`src/sdfc_pkg.sv`:
```
`default_nettype none
package sdfc_pkg;

   localparam int PLANE_COUNT = 6;
   localparam int PLANE_AW = (PLANE_COUNT > 1) ? $clog2(PLANE_COUNT) : 1;
   localparam int QUEUE_DEPTH = 2;
   localparam int QPTR_W = (QUEUE_DEPTH > 1) ? $clog2(QUEUE_DEPTH) : 1;
   localparam int QCNT_W = $clog2(QUEUE_DEPTH + 1);

   // request codes on req_type
   localparam logic [1:0] REQ_FRAME = 2'd0;
   localparam logic [1:0] REQ_PLANE = 2'd1;
   localparam logic [1:0] REQ_MESH  = 2'd2;

   // cull reasons
   localparam logic [1:0] REASON_NONE    = 2'd0;
   localparam logic [1:0] REASON_RANGE   = 2'd1;
   localparam logic [1:0] REASON_FRUSTUM = 2'd2;

   localparam logic [63:0] VDSQ_RESET  = 64'hFFFF_FE00_0001_0000;
   localparam logic [33:0] NORMAL_CAP  = 34'd131071;
   localparam logic [33:0] OFF_POS_CAP = 34'h0_7FFF_FFFF;
   localparam logic [33:0] OFF_NEG_CAP = 34'h0_8000_0000;

   typedef enum logic [1:0] {
      KIND_FRAME,
      KIND_PLANE,
      KIND_MESH
   } kind_type;

   typedef struct packed {
      kind_type              kind;
      logic [PLANE_AW-1:0]   plane;
      logic signed [31:0]    x;
      logic signed [31:0]    y;
      logic signed [31:0]    z;
      logic signed [31:0]    w;
   } item_type;

   typedef struct packed {
      logic full;
      logic empty;
   } queue_status_type;

   typedef enum logic [3:0] {
      ST_IDLE,
      ST_MUL_X,
      ST_MUL_Z,
      ST_DIST,
      ST_PLANE,
      ST_REPORT,
      ST_SCALE,
      ST_SUMSQ,
      ST_ROOT,
      ST_DIV,
      ST_STORE
   } back_state_type;

   function automatic logic [31:0] mag32(input logic [31:0] v);
      mag32 = v[31] ? 32'(-v) : v;
   endfunction

   function automatic logic [31:0] sat_inc(input logic [31:0] c);
      sat_inc = (c == 32'hFFFF_FFFF) ? c : c + 32'd1;
   endfunction

endpackage
`default_nettype wire

```
`src/sdfc_queue.sv`:
```
`default_nettype none
module sdfc_queue
   import sdfc_pkg::*;
(
   input  wire logic             clock,
   input  wire logic             reset,
   input  wire logic             wr,
   input  wire item_type         wr_item,
   input  wire logic             rd,
   output item_type              head,
   output queue_status_type      qstat
);

   item_type            mem_ff [QUEUE_DEPTH];
   logic [QPTR_W-1:0]   wptr_ff, rptr_ff;
   logic [QCNT_W-1:0]   count_ff;

   function automatic logic [QPTR_W-1:0] bump(input logic [QPTR_W-1:0] p);
      bump = (32'(p) == QUEUE_DEPTH - 1) ? '0 : p + QPTR_W'(1);
   endfunction

   assign head        = mem_ff[rptr_ff];
   assign qstat.full  = (count_ff == QCNT_W'(QUEUE_DEPTH));
   assign qstat.empty = (count_ff == '0);

   always_ff @(posedge clock) begin
      if (reset) begin
         wptr_ff  <= '0;
         rptr_ff  <= '0;
         count_ff <= '0;
      end else begin
         if (wr) begin
            wptr_ff <= bump(wptr_ff);
         end
         if (rd) begin
            rptr_ff <= bump(rptr_ff);
         end
         if (wr & ~rd) begin
            count_ff <= count_ff + QCNT_W'(1);
         end else if (rd & ~wr) begin
            count_ff <= count_ff - QCNT_W'(1);
         end
      end
   end

   always_ff @(posedge clock) begin
      if (wr) begin
         mem_ff[wptr_ff] <= wr_item;
      end
   end

`ifndef SYNTHESIS
   a_no_overflow: assert property (@(posedge clock) disable iff (reset)
      wr |-> (!qstat.full || rd))
      else $error("queue written while full");
   a_no_underflow: assert property (@(posedge clock) disable iff (reset)
      rd |-> !qstat.empty)
      else $error("queue read while empty");
   a_count_step: assert property (@(posedge clock) disable iff (reset)
      (wr && !rd) |=> (count_ff == $past(count_ff) + QCNT_W'(1)))
      else $error("queue count did not advance on write");
`endif

endmodule
`default_nettype wire

```
`config.mk`:
```
export PLATFORM = sky130hd
export DESIGN_NAME = sdfc_queue
export DESIGN_NICKNAME = d
export VERILOG_FILES = /design/src/sdfc_pkg.sv /design/src/sdfc_queue.sv
export SDC_FILE = /design/constraint.sdc
export NUM_CORES = 1
export LEC_CHECK = 0
export BUFFER_PORTS_ARGS = -buffer_cell sky130_fd_sc_hd__buf_2
export CAP_MARGIN = 15
export CORE_MARGIN = 8
export CORE_UTILIZATION = 56
export DETAILED_ROUTE_END_ITERATION = 10
export HOLD_SLACK_MARGIN = 0.03
export PLACE_DENSITY = 0.84
export SYNTH_ARGS = -nofsm -noshare
export SYNTH_HDL_FRONTEND = slang
export SYNTH_SLANG_ARGS = --single-unit
```
`constraint.sdc`:
```
create_clock -name clock -period 17.2 [get_ports clock]
set_input_delay 1.72 -clock clock [delete_from_list [all_inputs] [get_ports clock]]
set_output_delay 1.72 -clock clock [all_outputs]
set_load 0.01 [all_outputs]
```
=== After elaboration in Yosys (flattened, before gate mapping) ===
Memories as Yosys holds them, arrays and structs flattened. A register that Yosys moved wholly into a read port is not among the register bits.
Cells that the tools add are included.

* Add/subtract/negate cells: 4
* Multiply operators: 0
* Div/mod/pow operators: 0
* Order comparisons: 0
* Equality and inequality tests: 1
* Shift-type cells: 0
* Mux-type cells: 8
* Bitwise gates (word level): 4
* Reductions and logical operators: 2

{| class="wikitable"
|+ Operators with widths
! kind !! number
|-
| two-way mux 1 bit || 6
|-
| two-way mux 2 bit || 2
|-
| adder 1 bit, second input constant || 2
|-
| adder 2 x 1 -> 2 bit, second input constant || 1
|-
| bitwise AND 1 bit || 2
|-
| == test 2 bit, second input constant || 1
|-
| zero test 2 bit || 1
|-
| NOT 1 bit || 2
|-
| nonzero test 2 bit || 1
|-
| subtractor 2 x 1 -> 2 bit, second input constant || 1
|}

* Register bits after elaboration: 4
* Latch bits: 0
* RAM bits: 266
* Memory bits (read-only): 0
* Output and inout port bits: 135
* Word-level logic and storage cells: 23
* Memories: 1

{| class="wikitable"
|+ Memory list
! memory !! depth !! width !! rd ports !! clocked after memory_dff !! wr ports !! line !! text
|-
| mem_ff || 2 || 133 || 1 || 1 || 1 || sdfc_queue.sv:14 || <nowiki>item_type mem_ff [QUEUE_DEPTH];</nowiki>
|}

=== Depth between registers and ports, before layout ===
* Word-level depth: 4
* Mapped depth: 5

=== Worst setup path before layout ===
OpenSTA, ideal clock, no wires.

* Path kind: input to register
* Start point: input wr
* End point: memory mem_ff[0][0] (netlist bit), enable pin
* Setup time: 0.643 ns
* Arrival: 7.482 ns
* Path slack: 9.075 ns
* Stages on the path: 1
* Buffers on the path: 0
* Cells stage by stage: nor2b_1

* Longest elaborated chain between the ends: 2

{| class="wikitable"
|+ RTL lines
! item !! line !! text
|-
| start, declared || sdfc_queue.sv:7 || <nowiki>input wire logic wr,</nowiki>
|-
| two-way mux 1 bit || sdfc_queue.sv:47 || <nowiki>if (wr) begin</nowiki>
|-
| two-way mux 1 bit (implied by the code) || sdfc_queue.sv:48 || <nowiki>mem_ff[wptr_ff] <= wr_item;</nowiki>
|-
| end, declared || sdfc_queue.sv:14 ||
|}

Every way passes these cells.

==> flow_summary_export.csv <==
group,metric,value,unit
floorplanning,coreArea,17840,sq um
timing,final_period_minus_worst_setup_slack,4.852,ns
power,power_frac_clock,0.352,
global_route,grt_pass1_wl,30.97,mm
cts,number_of_buffers_added_by_the_clock_tree_synthesis_step,26,
finish,syn_to_final_growth,23.15,%
logic_synthesis,yosysSeqAreaShare,0.8020,
worst_setup_path,worstPathMaxFanout,72,
cts,postCtsSetupRepairBufs,0,
run_status,run_status,"finished clean",
logic_synthesis,synthesis.yosys.warnings,0,
timing,timing.setup.tns,0,ns
worst_setup_path,cp.required,15.48,ns
power,netSwitchingFraction,0.2173,
floorplanning,placement_rows,49,
power,leakagePower,4.828,nW
global_route,first_global_vias,5710,
logic_synthesis,postSynthCellCount,436,
cts,cts-root-buf,"clkbuf_16",
run,max_cap_violations,0,
global_route,antenna_found_initial,2,
drt,detail_route.drc_violations,0,
timing,fin_skew,0.006388,ns
timing,rsz0062_at_grt,"false",
drt,antenna_left,0,
worst_setup_path,kind_of_end_point_of_the_critical_path,"output port",
drt,drtPass1Iterations,4,
drt,avgRoutedWirePerCell,21.36,microns
worst_setup_path,setup.worst_path.class,"reg -> out",
global_route,gr-usage-met2,0.3153,
logic_synthesis,number_of_synthesized_register_bits,271,
cts,total_of_hold_buffers_inserted_after_clock_tree_synthesis,0,
placement,place.detailed.hpwl,14.29,mm
cts,clock_tree.buffer_depth,3,
finish,layout.nets,862,
logic_synthesis,syn_nets,574,
placement,routability_driven_placement_congestion_ratio,0.7460,
logic_synthesis,post_synth.cell_area_avg,23.13,sq um
timing,worst-slew-pin-transition,1.108,ns
logic_synthesis,yosys.cell_types.count,16,
timing,finalMaxSlewViolations,0,
global_route,combined_global_route_utilization_of_all_metal_layers,0.1781,
global_route,globalRouteMet3Util,0.06041,
timing,timing.slew.headroom,0.2612,
cts,clkLatencyLatePin,0.51,ns
worst_setup_path,worst_setup_path_start_kind,"flop",
cts,cts.sink_count,271,
power,power.sequential.fraction,0.536,
timing,final-setup-viol-count,0,
timing,hold_violations,0,
logic_synthesis,mappedNetlistArea,10080,sq um
global_route,grt_max_degree,79,
power,power_per_cell_area,118.6,nW/um^2
drt,totalWireLength,20.74,mm
timing,clock.fmax,206.1,MHz
drt,vias,5060,
cts,clk_transition_reported_paths,0.06,ns
global_route,grt_use_met1,0.2035,
finish,drive_gt1_frac,0.6005,
power,power.internal,0.001153,W
drt,via_per_inst,5.211,
finish,layout.core_utilization,0.6961,
timing,holdWs,0.5271,ns
cts,htree_depth,1,
floorplanning,die_y,150.2,microns
timing,finalCritPeriodShare,0.2821,
global_route,grt_most_used_layer,"met2",
cts,cts.repair.resized,0,
power,vdd_ir_drop_max,105.3,uV
min_path,worstHoldPathType,"reg -> reg",
floorplanning,die_w,150.2,microns
drt,detail_route.iter0.violations,300,
global_route,globalRoute.totalOverflow,0,
power,p_switching,0.0003200,W
cts,clock_tree_from_tritoncts,"done",
power,pwr-share-comb,0.113,
worst_setup_path,cp.arrival,3.13,ns
floorplanning,start_util,0.5653,
floorplanning,io_pins,272,
placement,place.port_buffers,271,
floorplanning,die-area,22560,sq um
==> stage by stage <==
step	instances	total power, W	worst slack, ns	area [sq um]
CTS	970	0.001488	12.25	12420
global route	970	0.001527	12.13	12420
floorplan	436	0.0009030	9.075	10080
global placement	925	0.0009624	12.84	11640
detailed placement	925	0.0009708	12.81	11640
finish	971	0.001473	12.35	12420
==> worst max-delay path, stage by stage, from the launching register on <==
cell	delay [ns]
dfxtp_4	1.02
buf_4	0.95
mux2_2	0.43
buf_2	0.14
==> power by group through the flow <==
stage	Clock (W)	Sequential, W	Combinational (W)
after floorplan	0	0.000798	0.000105
after global placement	0	0.000800	0.000163
after detailed placement	0	0.000803	0.000167
after CTS	0.000530	0.000790	0.000169
after global routing	0.000557	0.000793	0.000178
final	0.000518	0.000789	0.000166
==> worst paths after layout <==
path                       startpoint                        to  slack (ns)  cells after the start
max reg2reg      wptr_ff$_SDFFE_PP0P_  mem_ff[1][123]$_DFFE_PP_       14.80                      2
min reg2reg  count_ff[1]$_SDFFE_PP0P_  count_ff[1]$_SDFFE_PP0P_        0.53                      2
min          count_ff[1]$_SDFFE_PP0P_  count_ff[1]$_SDFFE_PP0P_        0.53                      2
max                              flop                 head[120]       12.35                      3
==> metal layers <==
| metal | up-vias | wire, microns |
|---|---|---|
| li1 | 2302 | - |
| met1 | 2501 | 7686 |
| met2 | 227 | 10610 |
| met3 | 28 | 2109 |
| met4 | 2 | 321 |
| met5 | - | 8 |
==> cell usage after synthesis <==
| cell type | number | area share |
|---|---|---|
| buf_6 | 9 | 0.010 |
| dfxtp_1 | 5 | 0.0099 |
| o21ai_0 | 1 | 0.00050 |
| mux2_4 | 70 | 0.10 |
| a21oi_1 | 1 | 0.00050 |
| xnor2_1 | 2 | 0.0017 |
| ha_1 | 1 | 0.0012 |
| mux2_2 | 63 | 0.070 |
| nor2_1 | 5 | 0.0019 |
| and2_1 | 1 | 0.00062 |
| or3_1 | 1 | 0.00062 |
| inv_1 | 1 | 0.00037 |
| nor2b_1 | 2 | 0.0012 |
| buf_2 | 6 | 0.0030 |
| edfxtp_1 | 266 | 0.79 |
| xor2_1 | 2 | 0.0017 |
==> flip-flops by register name, summed over array words and instances (netlist names), named ones only <==
signal    count
mem_ff      266
count_ff      2
rptr_ff       1
wptr_ff       1
==> kinds of logic (layout without fill, tap and decap cells) <==
| family | after synthesis | after routing | synth area share |
|---|---|---|---|
| xor gates and xnor gates | 4 | 4 | 0.003475 |
| other | 0 | 1 | 0 |
| and+or+nand+nor | 9 | 9 | 0.004343 |
| adders and majority gates | 1 | 1 | 0.001240 |
| DFF | 271 | 271 | 0.8020 |
| AOI/OAI and AO/OA | 2 | 2 | 0.0009916 |
| muxes | 133 | 133 | 0.1746 |
| buffers and inverters | 16 | 321 | 0.01340 |
==> layout make-up <==
cell class	instances	area, sq um
sequential	271	8092
fill	1098	5421
multi-input combinational	149	1872
timing repair buffer	275	1386
clock buffer	31	690.7
tap	229	286.5
clock inverter	14	86.33
inverter	1	3.754
antenna	1	2.502
==> layout by cell type, fill, tap and decap left out, drive strengths merged <==
master	netlist	layout
buf	15	275
edfxtp	266	266
mux2	133	133
clkbuf	0	31
clkinv	0	13
nor2	5	5
dfxtp	5	5
xor2	2	2
xnor2	2	2
nor2b	2	2
diode	0	1
and2	1	1
inv	1	1
o21ai	1	1
or3	1	1
a21oi	1	1
ha	1	1
bufinv	0	1
Note: power is estimated with default switching activity, not from simulation.
