## config.mk

```make
export PLATFORM = sky130hd
export DESIGN_NAME = sdfc_front
export DESIGN_NICKNAME = d
export VERILOG_FILES = /design/src/sdfc_pkg.sv /design/src/sdfc_front.sv
export SDC_FILE = /design/constraint.sdc
export NUM_CORES = 1
export LEC_CHECK = 0
export BUFFER_PORTS_ARGS = -buffer_cell sky130_fd_sc_hd__buf_2
export CORE_MARGIN = 5
export CORE_UTILIZATION = 37
export CTS_CLUSTER_DIAMETER = 150
export CTS_CLUSTER_SIZE = 14
export DETAILED_ROUTE_END_ITERATION = 16
export PLACE_DENSITY = 0.73
export SYNTH_ARGS = -nofsm -noshare
export SYNTH_HDL_FRONTEND = slang
export SYNTH_SLANG_ARGS = --single-unit
```

## constraint.sdc

```tcl
create_clock -name clock -period 12.1 [get_ports clock]
set_input_delay 1.21 -clock clock [delete_from_list [all_inputs] [get_ports clock]]
set_output_delay 1.21 -clock clock [all_outputs]
set_load 0.005 [all_outputs]
```

## src/sdfc_pkg.sv

```systemverilog
`default_nettype none
package sdfc_pkg;

   localparam int PLANE_COUNT = 6;
   localparam int PLANE_AW = (PLANE_COUNT > 1) ? $clog2(PLANE_COUNT) : 1;
   localparam int QUEUE_DEPTH = 2;
   localparam int QPTR_W = (QUEUE_DEPTH > 1) ? $clog2(QUEUE_DEPTH) : 1;
   localparam int QCNT_W = $clog2(QUEUE_DEPTH + 1);

   // request codes on req_type
   localparam logic [1:0] REQ_FRAME = 2'd0;
   localparam logic [1:0] REQ_PLANE = 2'd1;
   localparam logic [1:0] REQ_MESH  = 2'd2;

   // cull reasons
   localparam logic [1:0] REASON_NONE    = 2'd0;
   localparam logic [1:0] REASON_RANGE   = 2'd1;
   localparam logic [1:0] REASON_FRUSTUM = 2'd2;

   localparam logic [63:0] VDSQ_RESET  = 64'hFFFF_FE00_0001_0000;
   localparam logic [33:0] NORMAL_CAP  = 34'd131071;
   localparam logic [33:0] OFF_POS_CAP = 34'h0_7FFF_FFFF;
   localparam logic [33:0] OFF_NEG_CAP = 34'h0_8000_0000;

   typedef enum logic [1:0] {
      KIND_FRAME,
      KIND_PLANE,
      KIND_MESH
   } kind_type;

   typedef struct packed {
      kind_type              kind;
      logic [PLANE_AW-1:0]   plane;
      logic signed [31:0]    x;
      logic signed [31:0]    y;
      logic signed [31:0]    z;
      logic signed [31:0]    w;
   } item_type;

   typedef struct packed {
      logic full;
      logic empty;
   } queue_status_type;

   typedef enum logic [3:0] {
      ST_IDLE,
      ST_MUL_X,
      ST_MUL_Z,
      ST_DIST,
      ST_PLANE,
      ST_REPORT,
      ST_SCALE,
      ST_SUMSQ,
      ST_ROOT,
      ST_DIV,
      ST_STORE
   } back_state_type;

   function automatic logic [31:0] mag32(input logic [31:0] v);
      mag32 = v[31] ? 32'(-v) : v;
   endfunction

   function automatic logic [31:0] sat_inc(input logic [31:0] c);
      sat_inc = (c == 32'hFFFF_FFFF) ? c : c + 32'd1;
   endfunction

endpackage
`default_nettype wire

```

## src/sdfc_front.sv

```systemverilog
`default_nettype none
module sdfc_front
   import sdfc_pkg::*;
(
   input  wire logic               clock,
   input  wire logic               reset,
   input  wire logic               start,
   input  wire logic [1:0]         req_type,
   input  wire logic [2:0]         req_plane_index,
   input  wire logic signed [31:0] req_coord_x,
   input  wire logic signed [31:0] req_coord_y,
   input  wire logic signed [31:0] req_coord_z,
   input  wire logic signed [31:0] req_coord_w,
   input  wire queue_status_type   qstat,
   output logic                    busy,
   output logic                    push,
   output item_type                item
);

   logic     valid_ff, valid_in;
   item_type item_ff;
   logic     accept, keep;
   kind_type kind;

   // drop unused request codes and plane writes beyond the last plane
   always_comb begin
      kind = KIND_MESH;
      keep = 1'b0;
      unique case (req_type)
         REQ_FRAME: begin
            kind = KIND_FRAME;
            keep = 1'b1;
         end
         REQ_PLANE: begin
            kind = KIND_PLANE;
            keep = (4'(req_plane_index) < 4'(PLANE_COUNT));
         end
         REQ_MESH: begin
            kind = KIND_MESH;
            keep = 1'b1;
         end
         default: begin
            kind = KIND_MESH;
            keep = 1'b0;
         end
      endcase
   end

   assign busy     = valid_ff & qstat.full;
   assign push     = valid_ff & ~qstat.full;
   assign accept   = start & ~busy;
   assign valid_in = (accept & keep) | (valid_ff & ~push);
   assign item     = item_ff;

   always_ff @(posedge clock) begin
      if (reset) begin
         valid_ff <= 1'b0;
      end else begin
         valid_ff <= valid_in;
      end
   end

   always_ff @(posedge clock) begin
      if (accept & keep) begin
         item_ff.kind  <= kind;
         item_ff.plane <= PLANE_AW'(req_plane_index);
         item_ff.x     <= req_coord_x;
         item_ff.y     <= req_coord_y;
         item_ff.z     <= req_coord_z;
         item_ff.w     <= req_coord_w;
      end
   end

endmodule
`default_nettype wire

```

### Word level (Yosys, flattened, before mapping)

Index checks and enable logic that the tools add are counted.

| cells by class | value |
|---|---|
| $add $sub $neg | 0 |
| multiply operators | 0 |
| div/mod/pow operators | 0 |
| order comparisons | 1 |
| eq/ne operators | 2 |
| shift-type cells | 0 |
| mux-type cells | 2 |
| bitwise logic cells | 9 |
| reductions and logical operators | 2 |

Operators with widths:

| cell | number |
|---|---|
| $and A1 B1 Y1 | 5 |
| $pmux W2 S2 | 1 |
| $lt A3 B3 Y1 const B | 1 |
| $not A1 Y1 | 3 |
| $eq A2 B1 Y1 const B | 1 |
| $eq A2 B2 Y1 const B | 1 |
| $logic_not A2 Y1 | 1 |
| $pmux W1 S2 | 1 |
| $reduce_or A2 Y1 | 1 |
| $or A1 B1 Y1 | 1 |

| word-level totals | value |
|---|---|
| bits in registers | 134 |
| latch bits | 0 |
| bits in writable memories | 0 |
| memory bits (read-only) | 0 |
| input bits | 138 |
| output and inout bits | 135 |
| logic and storage cells | 23 |
| memories kept | 0 |

### Longest topological paths before layout

Gate-level depths: netlist of run 1.

| depth | value |
|---|---|
| depth in word-level cells | 5 |
| mapped depth | 3 |

### Least setup slack after synthesis of run 1

OpenSTA, ideal clock, no wires.

| path | value |
|---|---|
| path kind | input to register |
| start point | in req_plane_index[2] |
| end point | reg item_ff, in the netlist item[0] (enable) |
| arrival | 11.153 ns |
| slack | 0.124 ns |
| stages on the path | 2 |
| cells stage by stage | a21o_1 a211oi_1 |

| between the ends | value |
|---|---|
| cells in the longest elaborated chain, start to end | 3 |

Ends and longest elaborated chain:

| element | RTL line | source |
|---|---|---|
| start: declaration | sdfc_front.sv:9 | `input wire logic [2:0] req_plane_index,` |
| $lt A3 B3 Y1 | sdfc_front.sv:36 | `keep = (4'(req_plane_index) < 4'(PLANE_COUNT));` |
| $pmux W1 S2 | sdfc_front.sv:29 | `unique case (req_type)` |
| $and A1 B1 Y1 | sdfc_front.sv:64 | `if (accept & keep) begin` |
| end: declaration | sdfc_front.sv:21 | `item_type item_ff;` |

Every way passes these cells.
A chain may end at the register's enable or synchronous reset.

### Final worst setup path of run 1

| path | value |
|---|---|
| start point | in qstat[1] (netlist name) |
| end point | out busy |

| between the ends | value |
|---|---|
| cells in the longest elaborated chain, start to end | 1 |

Ends and longest elaborated chain:

| element | RTL line | source |
|---|---|---|
| start: declaration | sdfc_front.sv:14 | `input wire queue_status_type qstat,` |
| $and A1 B1 Y1 | sdfc_front.sv:49 | `assign busy = valid_ff & qstat.full;` |
| end: declaration | sdfc_front.sv:15 | `output logic busy,` |

Every way passes these cells.

==> flow_summary_export.csv, run 1 <==
group,metric,value,unit
floorplan,dieArea,13200,sq um
route,drc,0,
clock_tree,cts_resized,0,
finish,diodes,0,
worst_setup_path,cp.buffers_inverters,3,
worst_setup_path,crit_path_frequent_cell,"buf_2",
finish,drive_gt1_share,67.9,%
finish,final_cell_mix,"buf_2, edfxtp_1, clkbuf_16",
clock_tree,clockRootBuffer,"clkbuf_8",
timing,hold_viol,0,
clock_tree,cts_inserted_buffers,17,
grt,grt_max_degree,71,
min_path,hold_class,"register to register",
floorplan,fp.dieH,115,microns
worst_setup_path,critPathLaunchType,"input pin",
grt,grt_pass1_vias,2683,
clock_tree,path_clk_slew,0.06,ns
placed_design,gp_congestion,0.739,
placed_design,port_buffers,271,
worst_setup_path,setup.worst_path.end_class,"output port",
power_and_ir_drop,totalPowerFinal,1090,uW
timing,tightest_slew,0.850,ns
grt,antenna_found_initial,0,
outcome,status,"finished, final reports clean",
logic_synthesis,yosys_warnings,0,
route,drtIter0Drc,132,
logic_synthesis,synth.avg_cell_area,28.3,sq um
clock_tree,post_cts_buffers,0,
floorplan,coreArea,10800,sq um
logic_synthesis,yosysTopAreaCellShare,97.9,%
route,firstDrtPassIters,4,
power_and_ir_drop,p_leak,0.00265,uW
route,avgRoutedWirePerCell,17.3,microns
timing,finalCritPeriodShare,23.6,%
run,maxCapViolCount,0,
placed_design,hpwl,8060,microns
finish,nNetsFinal,573,
finish,n_fill_cell,868,
floorplan,die_w,115,microns
worst_setup_path,critPathKind,"input pin to output port",
worst_setup_path,crit_arrival,1.65,ns
logic_synthesis,synth-seq-area-share,98.4,%
clock_tree,clk_path_buf_depth,2,
clock_tree,htreeDepth,4,
floorplan,row_count,38,
floorplan,initial_core_util,37.6,%
power_and_ir_drop,pwr_density_cell,176,nW/um^2
clock_tree,cts_tree,"yes",
logic_synthesis,synth_cells,144,
finish,multiInputGateArea,66.3,sq um
worst_setup_path,crit_path_cell_trace,"buf_2 -> nand2_1 -> inv_1 -> buf_2",
worst_setup_path,critPathTopFamily,"buffers and inverters",
timing,rsz0062_at_grt,"no",
finish,area_growth,51.7,%
route,vias,2538,
route,drt_wl_total,10100,microns
timing,setup_viol,0,
floorplan,ioPinCount,273,
timing,relSlewSlack,43.3,%
grt,grt_use_total,15.1,%
logic_synthesis,synth_area_leaders,"edfxtp_1, dfxtp_1, a311oi_2",
worst_setup_path,crit_slowest_cell,"inv_1",
logic_synthesis,post_synth_num_cell_types,11,
timing,finalSetupTns,0,ns
logic_synthesis,synth_nets,282,
timing,max_freq,350,MHz
worst_setup_path,max_stage_delay,0.13,ns
timing,finClkSkew,0.0118,ns
route,via_per_inst,4.32,
logic_synthesis,yosys.area.top_type,"edfxtp_1",
clock_tree,cts_hold_buf,0,
timing,final-max-slew-violation-count,0,
finish,regArea,4010,sq um
finish,final_common_cell,"buf_2",
timing,finalCriticalPeriod,2.86,ns
clock_tree,clk_latency,0.51,ns
clock_tree,numClockSinks,134,
logic_synthesis,syn_area,4080,sq um
power_and_ir_drop,vdd_drop_max,79.1,uV
worst_setup_path,crit_required,10.89,ns
route,antenna_left,0,
grt,overflow,0,
grt,grt_pass1_wl,14400,microns
logic_synthesis,ys_ff_latch,134,
worst_setup_path,worstPathMaxFanout,3,
==> final cells by class <==
class	instances	share of cell area (%)
multi-input cells	7	1.07
repair buffers	273	22.2
well taps	140	2.83
inverters	2	0.121
clock buffers	20	6.87
clock inverters	12	2.10
flip-flops and latches	134	64.8
==> report_power, final <==
part | total, uW | switching (uW) | internal [uW]
Clock | 473 | 181 | 293
Sequential | 550 | 6.48 | 544
Combinational | 65.3 | 33.2 | 32.1
Total | 1090 | 221 | 869
==> stage by stage <==
stage | hold slack, ns | setup WS, ns | utilization (%) | cell area, sq um | instances
6_report | 0.591 | 9.24 | 57.1 | 6190 | 588
5_1_grt | 0.639 | 9.18 | 57.1 | 6190 | 588
4_1_cts | 0.594 | 9.24 | 57.1 | 6190 | 588
3_5_place_dp | 0.580 | 9.18 | 52.0 | 5630 | 556
3_3_place_gp | 0.528 | 9.22 | 52.0 | 5630 | 556
2_1_floorplan | 0.507 | 0.124 | - | 4080 | 144
==> sequential cells by signal (all words and copies together) (netlist names) <==
name,count
valid_ff,1
item,133
==> worst min-delay path: stages (launching register included) <==
cell      delay [ns]
dfxtp_1         0.33
nand2_1         0.11
a311oi_2        0.11
==> kinds of logic (layout without fill, tap and decap cells) <==
group	after synthesis	in the layout	synth area share, %
and+or+nand+nor	3	3	0.460
AOI/OAI and AO/OA	4	4	0.859
DFF	134	134	98.4
buffers and inverters	3	307	0.276
==> metal layers <==
| metal | GRT usage [%] | up-vias | part of all wire, % |
|---|---|---|---|
| met5 | 0 | - | 0 |
| met4 | 8.06 | 0 | 1.8 |
| met2 | 26.1 | 178 | 52 |
| li1 | - | 1165 | - |
| met1 | 14.9 | 1180 | 32 |
| met3 | 7.42 | 15 | 14 |
==> Yosys cell counts <==
master    number
a211oi_1       1
a311oi_2       1
clkbuf_1       1
nor2b_1        1
nand2_1        1
edfxtp_1     133
dfxtp_1        1
inv_1          2
a21oi_1        1
a21o_1         1
and2b_2        1
==> final timing paths <==
| path | from | to | slack, ns | cells past startpoint |
|---|---|---|---|---|
| setup / recovery | qstat[1] | busy | 9.24 | 4 |
| hold reg to reg | valid_ff$_SDFF_PP0_ | valid_ff$_SDFF_PP0_ | 0.59 | 2 |
| setup reg to reg | valid_ff$_SDFF_PP0_ | item[55]$_DFFE_PP_ | 10.23 | 4 |
| hold / removal | valid_ff$_SDFF_PP0_ | valid_ff$_SDFF_PP0_ | 0.59 | 2 |
Note: power is estimated with default switching activity, not from simulation.
==> inputs of run 2 (changes only) <==
--- a/config.mk
+++ b/config.mk
@@ -7,11 +7,11 @@
 export LEC_CHECK = 0
 export BUFFER_PORTS_ARGS = -buffer_cell sky130_fd_sc_hd__buf_2
 export CORE_MARGIN = 5
-export CORE_UTILIZATION = 37
+export CORE_UTILIZATION = 39
 export CTS_CLUSTER_DIAMETER = 150
 export CTS_CLUSTER_SIZE = 14
 export DETAILED_ROUTE_END_ITERATION = 16
-export PLACE_DENSITY = 0.73
+export PLACE_DENSITY = 0.74
 export SYNTH_ARGS = -nofsm -noshare
 export SYNTH_HDL_FRONTEND = slang
 export SYNTH_SLANG_ARGS = --single-unit
==> constraint.sdc (replaced) <==
create_clock -name clock -period 2.7 [get_ports clock]
set_input_delay 0.27 -clock clock [delete_from_list [all_inputs] [get_ports clock]]
set_output_delay 0.27 -clock clock [all_outputs]
set_load 0.005 [all_outputs]
==> flow_summary_export.csv, run 2 <==
group,metric,value,unit
outcome,status,"did not finish",
outcome,stop_stage,"clock tree synthesis",
outcome,error,"[ERROR RSZ-0060] Max buffer count reached.",
clock_tree,htreeDepth,4,
logic_synthesis,synthTopCellsByCount,"edfxtp_1, inv_1",
clock_tree,numClockSinks,134,
logic_synthesis,ys_ff_latch,134,
floorplan,initial_core_util,39.7,%
logic_synthesis,yosysMostFrequentCell,"edfxtp_1",
logic_synthesis,yosysTopAreaCellShare,97.9,%
placed_design,gp_congestion,0.854,
floorplan,fp.dieH,112,microns
clock_tree,cts_resized,0,
placed_design,dpl-instance-area,5650,sq um
logic_synthesis,synth_nets,282,
clock_tree,clockRootBuffer,"clkbuf_8",
logic_synthesis,synth_area_leaders,"edfxtp_1, dfxtp_1, a311oi_2",
placed_design,hpwl,7250,microns
logic_synthesis,yosys_warnings,0,
logic_synthesis,synth-edff-count,133,
logic_synthesis,post_synth_num_cell_types,11,
floorplan,die_w,112,microns
clock_tree,clk_path_buf_depth,2,
logic_synthesis,syn_area,4080,sq um
placed_design,port_buffers,271,
clock_tree,cts_hold_buf,117,
logic_synthesis,synth-seq-area-share,98.4,%
logic_synthesis,ys.flop_type,"edfxtp_1",
logic_synthesis,async_flop_share,0,%
clock_tree,post_cts_buffers,0,
clock_tree,cts_inserted_buffers,17,
logic_synthesis,synth.avg_cell_area,28.3,sq um
logic_synthesis,synth_cells,144,
floorplan,ioPinCount,273,
logic_synthesis,yosys.area.top_type,"edfxtp_1",
floorplan,row_count,37,
run 2: cell counts after synthesis:
Identical to the previous run, type by type.
run 2: through the flow:
stage | instances | TNS, ns | setup slack (ns)
2_1_floorplan | 144 | -219.96 | -1.65
3_3_place_gp | 552 | 0 | 1.02
3_5_place_dp | 552 | 0 | 1.00
run 2: logic make-up after synthesis:
kind of cell           count (synthesis)  synth area share (%)
AO/OA/AOI/OAI                          4                 0.859
buffers and inverters                  3                 0.276
flip-flops                           134                  98.4
AND/OR/NAND/NOR                        3                 0.460
==> inputs of run 3 (changes only) <==
--- a/config.mk
+++ b/config.mk
@@ -7,11 +7,9 @@
 export LEC_CHECK = 0
 export BUFFER_PORTS_ARGS = -buffer_cell sky130_fd_sc_hd__buf_2
 export CORE_MARGIN = 5
-export CORE_UTILIZATION = 39
-export CTS_CLUSTER_DIAMETER = 150
-export CTS_CLUSTER_SIZE = 14
+export CORE_UTILIZATION = 24
 export DETAILED_ROUTE_END_ITERATION = 16
-export PLACE_DENSITY = 0.74
+export PLACE_DENSITY_LB_ADDON = 0.15
 export SYNTH_ARGS = -nofsm -noshare
 export SYNTH_HDL_FRONTEND = slang
 export SYNTH_SLANG_ARGS = --single-unit
==> flow_summary_export.csv, run 3 (same netlist as run 1, synthesis figures left out) <==
group,metric,value,unit
route,via_per_inst,3.76,
worst_setup_path,crit_path_cell_trace,"nand2_1 -> inv_1 -> a211oi_4 -> buf_12",
worst_setup_path,setup.worst_path.end_class,"register",
worst_setup_path,max_stage_delay,0.36,ns
timing,fin_ws,1.13,ns
power_and_ir_drop,p_sw,1010,uW
finish,drive_gt1_share,68.1,%
worst_setup_path,crit_slowest_cell,"buf_12",
route,vias,2512,
clock_tree,cts_inserted_buffers,17,
placed_design,pre_cts_ws,0.978,ns
clock_tree,clk_path_buf_depth,2,
timing,finalCriticalPeriod,1.57,ns
route,firstDrtPassIters,4,
timing,final-max-slew-violation-count,0,
clock_tree,clk_latency,0.41,ns
grt,overflow,0,
worst_setup_path,critPathTopFamily,"buffers and inverters",
power_and_ir_drop,vdd_drop_max,393,uV
power_and_ir_drop,p_int,4030,uW
timing,setup_viol,0,
placed_design,hpwl,7970,microns
worst_setup_path,critPathLaunchType,"register",
worst_setup_path,crit_arrival,1.64,ns
outcome,status,"finished, final reports clean",
worst_setup_path,critPathKind,"register to register",
timing,hold_slack,0.0319,ns
timing,finalCritPeriodShare,58.3,%
clock_tree,path_clk_slew,0.06,ns
floorplan,dieArea,19700,sq um
grt,grt_use_total,10.4,%
floorplan,row_count,47,
floorplan,coreArea,16600,sq um
grt,grt_pass1_vias,2830,
worst_setup_path,cp.buffers_inverters,2,
clock_tree,numClockSinks,134,
timing,relSlewSlack,75.1,%
finish,largest_reg_flops,133,
floorplan,die_w,140,microns
route,avgRoutedWirePerCell,15.7,microns
clock_tree,cts_tree,"yes",
timing,hold_viol,0,
route,drtIter0Drc,110,
grt,met1_usage,10.3,%
finish,final_cell_mix,"buf_2, edfxtp_1, clkbuf_16",
grt,antenna_found_initial,5,
finish,diodes,0,
power_and_ir_drop,clkPwrFrac,45.3,%
finish,nNetsFinal,574,
min_path,hold_depth,1,
clock_tree,htreeDepth,4,
route,drt_wl_total,10500,microns
finish,final_common_cell,"buf_2",
grt,met3_usage,6.92,%
worst_setup_path,timing.rr.end,"item[81]$_DFFE_PP_",
finish,n_fill_cell,1584,
power_and_ir_drop,totalPowerFinal,5050,uW
power_and_ir_drop,p_leak,0.00267,uW
grt,grt_pass1_wl,15400,microns
timing,tightest_slew,0.374,ns
clock_tree,clockRootBuffer,"clkbuf_16",
clock_tree,post_cts_buffers,0,
placed_design,gp_congestion,0.740,
worst_setup_path,r2r_start,"valid_ff$_SDFF_PP0_",
power_and_ir_drop,pwr_density_cell,793,nW/um^2
grt,top_usage_layer,"met2",
floorplan,initial_core_util,24.5,%
placed_design,port_buffers,271,
timing,rsz0062_at_grt,"no",
power_and_ir_drop,sw_frac_of_total,20.1,%
timing,max_freq,636,MHz
grt,grt_max_degree,70,
worst_setup_path,ff2ff_setup_slack,1.13,ns
floorplan,ioPinCount,273,
power_and_ir_drop,p_seq_share,48.7,%
worst_setup_path,worstPathMaxFanout,69,
power_and_ir_drop,p_comb_share,6.0,%
grt,met2_usage,17.4,%
run,maxCapViolCount,0,
route,drc,0,
min_path,hold_end,"item[34]$_DFFE_PP_",
min_path,hold_class,"input pin to register",
worst_setup_path,reg2reg_depth,4,
finish,area_growth,55.9,%
floorplan,fp.dieH,140,microns
min_path,hp-start,"req_coord_z[2]",
route,antenna_left,0,
timing,finClkSkew,0.00788,ns
worst_setup_path,crit_required,2.77,ns
-- run 3: worst reg2reg max path, delay by kind of cell, from the launching register on --
kind | cells | cell delay [ns]
buffers and inverters | 2 | 0.44
flip-flops | 1 | 0.32
AO/OA/AOI/OAI | 1 | 0.32
AND/OR/NAND/NOR | 1 | 0.09
-- run 3: cell type report --
| cell class | instances | area [sq um] | area share, % |
|---|---|---|---|
| clock buffer | 19 | 433 | 6.81 |
| clock inverter | 12 | 156 | 2.46 |
| inverter | 2 | 7.51 | 0.118 |
| multi-input combinational | 7 | 66.3 | 1.04 |
| sequential | 134 | 4010 | 63.1 |
| tap | 220 | 275 | 4.33 |
| timing repair buffer | 274 | 1410 | 22.1 |
-- run 3: metal layers --
| metal | wire length (microns) | up-vias |
|---|---|---|
| li1 | - | 1166 |
| met1 | 3550 | 1151 |
| met2 | 5230 | 172 |
| met3 | 1530 | 15 |
| met4 | 121 | 8 |
| met5 | 42 | - |
-- run 3: metrics by stage --
step                instance area (sq um)  std cells  TNS (ns)  utilization, %
floorplan                            4090        144   -219.96               -
global placement                     5760        636         0            34.6
detailed placement                   5760        636         0            34.6
CTS                                  6360        668         0            38.2
global route                         6360        668         0            38.2
finish                               6360        668         0            38.2
-- run 3: worst max path at each step --
stage	startpoint	to	cells past startpoint
floorplan	req_plane_index[2]	item[0]$_DFFE_PP_	2
global placement	req_plane_index[2]	item[115]$_DFFE_PP_	4
detailed placement	req_plane_index[2]	item[18]$_DFFE_PP_	4
CTS	valid_ff$_SDFF_PP0_	item[1]$_DFFE_PP_	4
global route	valid_ff$_SDFF_PP0_	item[36]$_DFFE_PP_	4
finish	valid_ff$_SDFF_PP0_	item[81]$_DFFE_PP_	4
-- run 3: power groups by stage --
| stage | clock [uW] | combinational, uW | sequential, uW |
|---|---|---|---|
| 6_report | 2280 | 303 | 2460 |
| 3_5_place_dp | 0 | 312 | 2500 |
| 3_3_place_gp | 0 | 309 | 2500 |
| 5_1_grt | 2480 | 333 | 2470 |
| 4_1_cts | 2380 | 313 | 2460 |
| 2_1_floorplan | 0 | 48.6 | 2540 |
-- run 3: repair_timing --
item,CTS,global route
gates resized for setup,0,0
hold endpoints to repair,1,0
hold buffers,1,0
